[config.mk]
export PLATFORM = sky130hd
export DESIGN_NAME = matrix_column_alternating_sort
export DESIGN_NICKNAME = d
export VERILOG_FILES = /design/src/sv/mcas_pkg.sv /design/src/sv/mcas_dpath.sv /design/src/sv/mcas_ctrl.sv /design/src/sv/matrix_column_alternating_sort.sv
export SDC_FILE = /design/constraint.sdc
export NUM_CORES = 2
export LEC_CHECK = 0
export BUFFER_PORTS_ARGS = -buffer_cell sky130_fd_sc_hd__buf_2
export CAP_MARGIN = 20
export CORE_ASPECT_RATIO = 1.4
export CORE_MARGIN = 3
export CORE_UTILIZATION = 51
export DETAILED_ROUTE_END_ITERATION = 12
export PLACE_DENSITY = 0.72
export SETUP_SLACK_MARGIN = 0.02
export SLEW_MARGIN = 20
export SYNTH_ARGS = -nofsm -noshare
export SYNTH_HDL_FRONTEND = slang
export SYNTH_HIERARCHICAL = 1
export SYNTH_SLANG_ARGS = --single-unit
[constraint.sdc]
create_clock -name clk -period 7.8 [get_ports clk]
set_clock_uncertainty 0.2 [all_clocks]
set_input_delay 0.39 -clock clk [delete_from_list [all_inputs] [get_ports clk]]
set_output_delay 0.39 -clock clk [all_outputs]
set_load 0.01 [all_outputs]
[src/sv/mcas_pkg.sv]
package mcas_pkg;

	localparam int DATA_W     = 32;
	localparam int CFG_IDX_W  = 1;
	localparam int CFG_DATA_W = 4;

	localparam logic [CFG_IDX_W-1:0] REG_ROW_COUNT    = 1'b0;
	localparam logic [CFG_IDX_W-1:0] REG_COLUMN_COUNT = 1'b1;

	localparam logic [CFG_DATA_W-1:0] DIM_RESET = 4'd8;

	typedef enum logic [2:0] {
		ST_IDLE,
		ST_LOAD0,
		ST_LOAD1,
		ST_CMP,
		ST_TAIL,
		ST_EMIT
	} state_t;

	typedef enum logic [1:0] {
		WSEL_ELEM,
		WSEL_KEEP,
		WSEL_CARRY
	} wsel_t;

	typedef struct packed {
		logic  mem_we;
		wsel_t wsel;
		logic  mem_re;
		logic  carry_ld;
		logic  cmp_step;
		logic  desc;
		logic  emit;
		logic  last;
	} cmd_t;

endpackage

[src/sv/mcas_dpath.sv]
module mcas_dpath #(
	parameter int DEPTH = 64,
	parameter int AW    = 6
) (
	input  logic                                 clk,
	input  logic                                 arst_n,
	input  mcas_pkg::cmd_t                       cmd,
	input  logic [AW-1:0]                        wr_addr,
	input  logic [AW-1:0]                        rd_addr,
	input  logic signed [mcas_pkg::DATA_W-1:0]   element_value,
	output logic signed [mcas_pkg::DATA_W-1:0]   sorted_value,
	output logic                                 final_flag,
	output logic                                 result_valid
);

	logic signed [mcas_pkg::DATA_W-1:0] mem_q [DEPTH];
	logic signed [mcas_pkg::DATA_W-1:0] rd_q;
	logic signed [mcas_pkg::DATA_W-1:0] carry_q;
	logic signed [mcas_pkg::DATA_W-1:0] wr_data;
	logic                               swap;
	logic                               valid_q;
	logic                               flag_q;

	// carry_q holds the element bubbling down the column, rd_q the next row
	assign swap = cmd.desc ? (carry_q < rd_q) : (rd_q < carry_q);

	always_comb begin
		unique case (cmd.wsel)
			mcas_pkg::WSEL_ELEM:  wr_data = element_value;
			mcas_pkg::WSEL_KEEP:  wr_data = swap ? rd_q : carry_q;
			mcas_pkg::WSEL_CARRY: wr_data = carry_q;
			default:              wr_data = carry_q;
		endcase
	end

	always_ff @(posedge clk) begin
		if (cmd.mem_we) begin
			mem_q[wr_addr] <= wr_data;
		end
		if (cmd.mem_re) begin
			rd_q <= mem_q[rd_addr];
		end
		if (cmd.carry_ld) begin
			carry_q <= rd_q;
		end else if (cmd.cmp_step) begin
			carry_q <= swap ? carry_q : rd_q;
		end
	end

	always_ff @(posedge clk or negedge arst_n) begin
		if (!arst_n) begin
			valid_q <= 1'b0;
			flag_q  <= 1'b0;
		end else begin
			valid_q <= cmd.emit;
			flag_q  <= cmd.emit & cmd.last;
		end
	end

	assign sorted_value = rd_q;
	assign final_flag   = flag_q;
	assign result_valid = valid_q;

endmodule

[src/sv/mcas_ctrl.sv]
module mcas_ctrl #(
	parameter int MAX_ROWS = 8,
	parameter int MAX_COLS = 8,
	parameter int AW       = 6,
	parameter int CW       = 7
) (
	input  logic                                clk,
	input  logic                                arst_n,
	input  logic                                start,
	input  logic                                cfg_valid,
	input  logic [mcas_pkg::CFG_IDX_W-1:0]      cfg_index,
	input  logic [mcas_pkg::CFG_DATA_W-1:0]     cfg_data,
	output logic                                busy,
	output mcas_pkg::cmd_t                      cmd,
	output logic [AW-1:0]                       wr_addr,
	output logic [AW-1:0]                       rd_addr
);

	localparam int PW  = $clog2(MAX_ROWS);
	localparam int CLW = (MAX_COLS > 1) ? $clog2(MAX_COLS) : 1;
	localparam int RW  = $clog2(MAX_ROWS + 1);
	localparam int NW  = RW + 1;
	localparam int KW  = $clog2(MAX_COLS + 1);
	localparam int MW  = KW + 1;

	mcas_pkg::state_t state_q, state_d;

	logic [mcas_pkg::CFG_DATA_W-1:0] rows_raw_q;
	logic [mcas_pkg::CFG_DATA_W-1:0] cols_raw_q;
	logic [RW-1:0]  rows_c;
	logic [KW-1:0]  cols_c;
	logic [CW-1:0]  total;
	logic [CW-1:0]  load_cnt_q, load_cnt_d, load_cnt_inc;
	logic [CLW-1:0] col_q, col_d;
	logic [PW-1:0]  pass_q, pass_d;
	logic [PW-1:0]  pair_q, pair_d;
	logic [AW-1:0]  emit_idx_q, emit_idx_d;
	logic           more_pairs;
	logic           more_passes;
	logic           more_cols;
	logic           emit_last;

	function automatic logic [AW-1:0] cell_addr(
		input logic [AW-1:0]  row,
		input logic [KW-1:0]  cols,
		input logic [CLW-1:0] col
	);
		return row * AW'(cols) + AW'(col);
	endfunction

	// zero reads as one, anything above the maximum as the maximum
	always_comb begin
		if (rows_raw_q == '0) begin
			rows_c = RW'(1);
		end else if (rows_raw_q > mcas_pkg::CFG_DATA_W'(MAX_ROWS)) begin
			rows_c = RW'(MAX_ROWS);
		end else begin
			rows_c = RW'(rows_raw_q);
		end
		if (cols_raw_q == '0) begin
			cols_c = KW'(1);
		end else if (cols_raw_q > mcas_pkg::CFG_DATA_W'(MAX_COLS)) begin
			cols_c = KW'(MAX_COLS);
		end else begin
			cols_c = KW'(cols_raw_q);
		end
	end

	assign total        = CW'(rows_c) * CW'(cols_c);
	assign load_cnt_inc = load_cnt_q + CW'(1);
	// pair < rows-2-pass
	assign more_pairs   = (NW'(pair_q) + NW'(pass_q) + NW'(2)) < NW'(rows_c);
	// pass < rows-2
	assign more_passes  = (NW'(pass_q) + NW'(2)) < NW'(rows_c);
	assign more_cols    = (MW'(col_q) + MW'(1)) < MW'(cols_c);
	assign emit_last    = (CW'(emit_idx_q) + CW'(1)) == total;

	always_ff @(posedge clk or negedge arst_n) begin
		if (!arst_n) begin
			state_q    <= mcas_pkg::ST_IDLE;
			load_cnt_q <= '0;
			col_q      <= '0;
			pass_q     <= '0;
			pair_q     <= '0;
			emit_idx_q <= '0;
			rows_raw_q <= mcas_pkg::DIM_RESET;
			cols_raw_q <= mcas_pkg::DIM_RESET;
		end else begin
			state_q    <= state_d;
			load_cnt_q <= load_cnt_d;
			col_q      <= col_d;
			pass_q     <= pass_d;
			pair_q     <= pair_d;
			emit_idx_q <= emit_idx_d;
			if (cfg_valid) begin
				unique case (cfg_index)
					mcas_pkg::REG_ROW_COUNT:    rows_raw_q <= cfg_data;
					mcas_pkg::REG_COLUMN_COUNT: cols_raw_q <= cfg_data;
				endcase
			end
		end
	end

	always_comb begin
		state_d    = state_q;
		load_cnt_d = load_cnt_q;
		col_d      = col_q;
		pass_d     = pass_q;
		pair_d     = pair_q;
		emit_idx_d = emit_idx_q;
		cmd        = '0;
		cmd.wsel   = mcas_pkg::WSEL_ELEM;
		cmd.desc   = ~col_q[0];
		wr_addr    = load_cnt_q[AW-1:0];
		rd_addr    = cell_addr(AW'(0), cols_c, col_q);
		busy       = 1'b1;

		unique case (state_q)
			mcas_pkg::ST_IDLE: begin
				busy = 1'b0;
				if (start) begin
					cmd.mem_we = 1'b1;
					if (load_cnt_inc >= total) begin
						load_cnt_d = '0;
						col_d      = '0;
						pass_d     = '0;
						pair_d     = '0;
						emit_idx_d = '0;
						state_d    = (rows_c == RW'(1)) ? mcas_pkg::ST_EMIT
						                                : mcas_pkg::ST_LOAD0;
					end else begin
						load_cnt_d = load_cnt_inc;
					end
				end
			end
			mcas_pkg::ST_LOAD0: begin
				cmd.mem_re = 1'b1;
				pair_d     = '0;
				state_d    = mcas_pkg::ST_LOAD1;
			end
			mcas_pkg::ST_LOAD1: begin
				cmd.carry_ld = 1'b1;
				cmd.mem_re   = 1'b1;
				rd_addr      = cell_addr(AW'(1), cols_c, col_q);
				state_d      = mcas_pkg::ST_CMP;
			end
			mcas_pkg::ST_CMP: begin
				// write the upper row of the pair, fetch the row after the lower one
				cmd.cmp_step = 1'b1;
				cmd.mem_we   = 1'b1;
				cmd.wsel     = mcas_pkg::WSEL_KEEP;
				wr_addr      = cell_addr(AW'(pair_q), cols_c, col_q);
				rd_addr      = cell_addr(AW'(pair_q) + AW'(2), cols_c, col_q);
				if (more_pairs) begin
					cmd.mem_re = 1'b1;
					pair_d     = pair_q + PW'(1);
				end else begin
					state_d = mcas_pkg::ST_TAIL;
				end
			end
			mcas_pkg::ST_TAIL: begin
				cmd.mem_we = 1'b1;
				cmd.wsel   = mcas_pkg::WSEL_CARRY;
				wr_addr    = cell_addr(AW'(pair_q) + AW'(1), cols_c, col_q);
				if (more_passes) begin
					pass_d  = pass_q + PW'(1);
					state_d = mcas_pkg::ST_LOAD0;
				end else if (more_cols) begin
					pass_d  = '0;
					col_d   = col_q + CLW'(1);
					state_d = mcas_pkg::ST_LOAD0;
				end else begin
					emit_idx_d = '0;
					state_d    = mcas_pkg::ST_EMIT;
				end
			end
			mcas_pkg::ST_EMIT: begin
				cmd.mem_re = 1'b1;
				cmd.emit   = 1'b1;
				cmd.last   = emit_last;
				rd_addr    = emit_idx_q;
				if (emit_last) begin
					col_d   = '0;
					pass_d  = '0;
					pair_d  = '0;
					state_d = mcas_pkg::ST_IDLE;
				end else begin
					emit_idx_d = emit_idx_q + AW'(1);
				end
			end
			default: begin
				state_d = mcas_pkg::ST_IDLE;
			end
		endcase
	end

endmodule

[src/sv/matrix_column_alternating_sort.sv]
// Loads a row_count x column_count matrix one element per cycle (start while busy is
// low), then sorts each column in place, even columns descending and odd ones ascending,
// and streams the matrix back in row-major order, one element per cycle on result_valid,
// final_flag on the last. Results cannot be stalled. The element that completes the
// matrix starts a busy period: each column is bubble-sorted, one compare-and-write
// per cycle, then the matrix is streamed out. The last result appears the cycle
// busy falls. Configuration writes are always taken and must only happen while idle.
module matrix_column_alternating_sort #(
	parameter int MAX_ROWS = 8,
	parameter int MAX_COLS = 8
) (
	input  logic                                clk,
	input  logic                                arst_n,
	input  logic                                start,
	output logic                                busy,
	input  logic signed [mcas_pkg::DATA_W-1:0]  element_value,
	output logic                                result_valid,
	output logic signed [mcas_pkg::DATA_W-1:0]  sorted_value,
	output logic                                final_flag,
	input  logic                                cfg_valid,
	output logic                                cfg_ready,
	input  logic [mcas_pkg::CFG_IDX_W-1:0]      cfg_index,
	input  logic [mcas_pkg::CFG_DATA_W-1:0]     cfg_data
);

	localparam int DEPTH = MAX_ROWS * MAX_COLS;
	localparam int AW    = $clog2(DEPTH);
	localparam int CW    = $clog2(DEPTH + 1);

	mcas_pkg::cmd_t cmd;
	logic [AW-1:0]  wr_addr;
	logic [AW-1:0]  rd_addr;

	assign cfg_ready = 1'b1;

	mcas_ctrl #(
		.MAX_ROWS (MAX_ROWS),
		.MAX_COLS (MAX_COLS),
		.AW       (AW),
		.CW       (CW)
	) u_ctrl (
		.clk       (clk),
		.arst_n    (arst_n),
		.start     (start),
		.cfg_valid (cfg_valid),
		.cfg_index (cfg_index),
		.cfg_data  (cfg_data),
		.busy      (busy),
		.cmd       (cmd),
		.wr_addr   (wr_addr),
		.rd_addr   (rd_addr)
	);

	mcas_dpath #(
		.DEPTH (DEPTH),
		.AW    (AW)
	) u_dpath (
		.clk           (clk),
		.arst_n        (arst_n),
		.cmd           (cmd),
		.wr_addr       (wr_addr),
		.rd_addr       (rd_addr),
		.element_value (element_value),
		.sorted_value  (sorted_value),
		.final_flag    (final_flag),
		.result_valid  (result_valid)
	);

	a_result_after_busy: assert property (@(posedge clk) disable iff (!arst_n)
		result_valid |-> $past(busy))
		else $error("result strobe without a preceding busy cycle");

	a_flag_with_strobe: assert property (@(posedge clk) disable iff (!arst_n)
		final_flag |-> result_valid)
		else $error("final_flag outside a result");

	a_busy_ends_on_final: assert property (@(posedge clk) disable iff (!arst_n)
		$fell(busy) |-> (result_valid && final_flag))
		else $error("busy dropped without the final result");

endmodule

==> run summary <==
* average instance area after synthesis: 22.73 µm²
* sequential fraction of the synthesis area: 74.96%
* CTS sink cnt: 2147
* final-report max-slew violation count: 0
* tightest slew margin relative to the limit: 24.04%
* final count of hold timing violations: 0
* number of placement rows: 177
* peak per-stage delay on the critical path: 0.84 ns
* post-layout net count: 4178
* post-detailed-route wirelength per cell: 31.66 µm
* dominant cells by area after synthesis: edfxtp_1 (74%), mux4_2 (17%), ha_1 (1.5%), dfrtp_1 (0.96%), fa_1 (0.47%)
* clock buffer count from CTS: 182
* remaining routing DRC violations: 0
* kind of cell adding the most delay to the critical path: simple AND/OR/NAND/NOR gates
* detailed placement HPWL: 123100 µm
* instance area at placement: 90190 µm²
* dpl ws: 1.654 ns
* ordered cell list for the critical path: nor2b_1 > inv_1 > nor2_1 > ha_1 > ha_1 > inv_1 > fa_1 > fa_1 > o221ai_1 > buf_4 > nor2b_1 > nand3_1 > nor2_4 > buf_4
* total die area: 173200 µm²
* share of total power in sequential cells: 38.0%
* RSZ-0062 raised after global routing: no
* worst min-delay path category: in -> reg
* Peak VDD IR: 0.8019 mV
* number of enable flip-flop cells after synthesis: 2112
* highest net fanout along the worst path: 17
* Clock Root Buffer: clkbuf_16
* total negative slack for setup checks: 0 ns
* routed vias: 40610
* die outline height: 491.2 µm
* final routed wirelength across all metal layers: 202600 µm
* total of buffers placed on input and output ports: 75
* starting density of the core: 51.44%
* pin count of the biggest net entering global routing: 101
* total net switching power: 15.14 mW
* clock transition at the registers of the reported paths: 0.07 ns
* leading area contributor after synthesis: edfxtp_1
* outcome: complete, no violations
* total iterations of the first detailed-routing run: 8
* switching share of power: 34.39%
* critical setup path kind: reg -> reg
* Syn Nets: 3941
* Synth Register Bits: 2147
* CTS tree: yes
* final setup margin: 1.462 ns
* critical path endpoint category: flip-flop
* cell with the largest stage delay on the worst path: nor2_4
* period utilization: 81.26%
* overall overflow remaining after global route: 0
* Final Cell Area: 96590 µm²
* die width: 352.6 µm
* insertion delay to the later sink of the worst-skew pair: 0.83 ns
* required time of the worst setup path: 8.08 ns
* Core Region: 166800 µm²
* H-Tree Depth: 4
* Least-Margin Pin Slew: 1.137 ns
* vias in the first global route: 41350
* arrival time of data at the critical path endpoint: 6.62 ns
* most common library cell in the layout ignoring fill and taps: edfxtp_1
* synthesis warning total: 6
* power per cell area: 455.7 nW/µm²
* number of violations reported at the end of detailed-routing iteration 0: 4728
* antenna violations before repair: 6
* worst hold slack: 0.2620 ns
* top_reg_cell synth: edfxtp_1
* clock network fraction of total power: 20.8%
* cell count after synthesis: 3774
* fraction of synthesized cell area taken by the top area cell type: 73.94%
* post-synth design cell area: 85780 µm²
* final critical-path required period: 6.338 ns
* cell leakage power: 30.37 nW
* overall fraction of global-route tracks in use: 23.74%
* Worst Setup Start Kind: flip-flop
* commonest non-fill, non-tap cells in the layout: edfxtp_1 (2112), mux4_2 (665), clkbuf_16 (186)
* global-route wire length before repair: 298500 µm
* logic gate share of total power: 41.3%
* deepest clock path buffer count: 3
* global placement routability congestion: 0.8963
* max-cap violations: 0
* number of resized instances in the post-cts repair step: 0
* highest attainable clock frequency: 157.8 MHz
* Via-to-Cell Ratio: 6.345
* Detail Route Antenna Nets: 0
* number of buffers and inverters on the critical path: 4
* Area Growth Syn to Fin: 12.60%
* number of setup violations in the final report: 0
* number of top-level pins: 77
* post-synthesis async set-or-reset flop share: 1.630%
* design internal power: 28.88 mW
* layout cells sized above 1: 31.19%
* Distinct cells, synth: 76
-- power by group through the flow --
stage	registers, mW	clock network [mW]	logic, mW
3_3_place_gp	16.9	0	17.9
6_report	16.7	9.14	18.2
5_1_grt	16.8	9.72	19.2
4_1_cts	16.7	9.28	18.3
3_5_place_dp	17.0	0	18.1
2_1_floorplan	16.7	0	11.9
-- area by class of cell --
class	count	area (µm²)
Sequential cell	2147	64300
Inverter	98	367.9
Clock buffer	225	4811
Clock inverter	110	1186
Tap cell	2237	2799
Antenna cell	1	2.502
Fill cell	11510	70170
Timing Repair Buffer	241	2182
Multi-Input combinational cell	1341	20940
-- state kept, by name, indices dropped and copies added (netlist names), 3 cells and up --
| signal | cells |
|---|---|
| u_ctrl/load_cnt_q | 7 |
| u_dpath/mem_q | 2048 |
| u_ctrl/col_q | 3 |
| u_ctrl/emit_idx_q | 6 |
| u_ctrl/pass_q | 3 |
| u_ctrl/state_q | 3 |
| u_dpath/carry_q | 32 |
| u_ctrl/cols_raw_q | 4 |
| u_ctrl/pair_q | 3 |
| u_ctrl/rows_raw_q | 4 |
| u_dpath/sorted_value | 32 |
-- cells in the mapped netlist (all sizes together) (4+ instances only) --
master,number
edfxtp,2112
mux4,665
clkbuf,106
ha,106
nor2,103
inv,97
buf,82
nand2,65
or3,35
a21oi,33
dfrtp,33
o221a,31
o21ai,28
xnor2,26
nand3,21
fa,20
a21o,17
mux2,17
and2,15
nor3,15
xor2,15
nor2b,11
o211ai,10
nand4,9
a22o,8
mux2i,8
a22oi,5
and4,5
nand2b,5
nor4,5
a211o,4
a211oi,4
o22ai,4
-- worst paths after layout --
path	startpoint	endpoint	slack (ns)	depth (start not counted)
setup / recovery	u_ctrl/cols_raw_q[3]	u_dpath/mem_q[37][26]	1.46	14
hold / removal	cfg_data[2]	u_ctrl/cols_raw_q[2]	0.26	3
setup reg to reg	u_ctrl/cols_raw_q[3]	u_dpath/mem_q[37][26]	1.46	14
hold reg to reg	u_ctrl/cols_raw_q[0]	u_ctrl/cols_raw_q[0]	0.31	1
max in group asynchronous	arst_n	u_ctrl/state_q[2]	5.73	4
min in group asynchronous	arst_n	u_ctrl/state_q[0]	0.55	3
-- worst reg2reg max path, stage by stage (launching register included) --
cell      delay (ns)
dfstp_2         0.46
nor2b_1         0.54
inv_1           0.34
nor2_1          0.20
ha_1            0.25
ha_1            0.27
inv_1           0.05
fa_1            0.51
fa_1            0.49
o221ai_1        0.36
buf_4           0.31
nor2b_1         0.20
nand3_1         0.69
nor2_4          0.84
buf_4           0.31
-- metrics by stage --
stage / util (%) / instances / total power [mW]
floorplan: - / 3774 / 28.55
global placement: 54.07 / 6039 / 34.80
detailed placement: 54.08 / 6040 / 35.08
CTS: 57.77 / 6390 / 44.26
global route: 57.92 / 6400 / 45.71
finish: 57.92 / 6400 / 44.02
-- layer usage --
metal | vias up | GRT usage (%) | routed length [µm]
li1 | 16480 | - | -
met1 | 21750 | 31.53 | 74390
met2 | 2025 | 40.56 | 105800
met3 | 357 | 3.408 | 15200
met4 | 0 | 8.345 | 7287
met5 | - | 0 | 0
-- logic make-up (layout without fill, tap and decap cells) --
family / count (synthesis) / in the layout / share of synthesized area, %
compound gates: 174 / 174 / 1.568
xor+xnor: 44 / 44 / 0.5062
fa+ha+maj: 126 / 126 / 2.013
buf+inv: 286 / 674 / 1.406
flops: 2147 / 2147 / 74.96
mux: 690 / 690 / 17.78
other cells: 1 / 2 / 0.004372
simple gates: 306 / 306 / 1.764
-- what timing repair did --
action | 4_1_cts | 5_1_grt
hold endpoints to repair | 45 | 0
hold buffers | 15 | 0
setup buffers | 0 | 0
(Power assumes the default switching activity.)
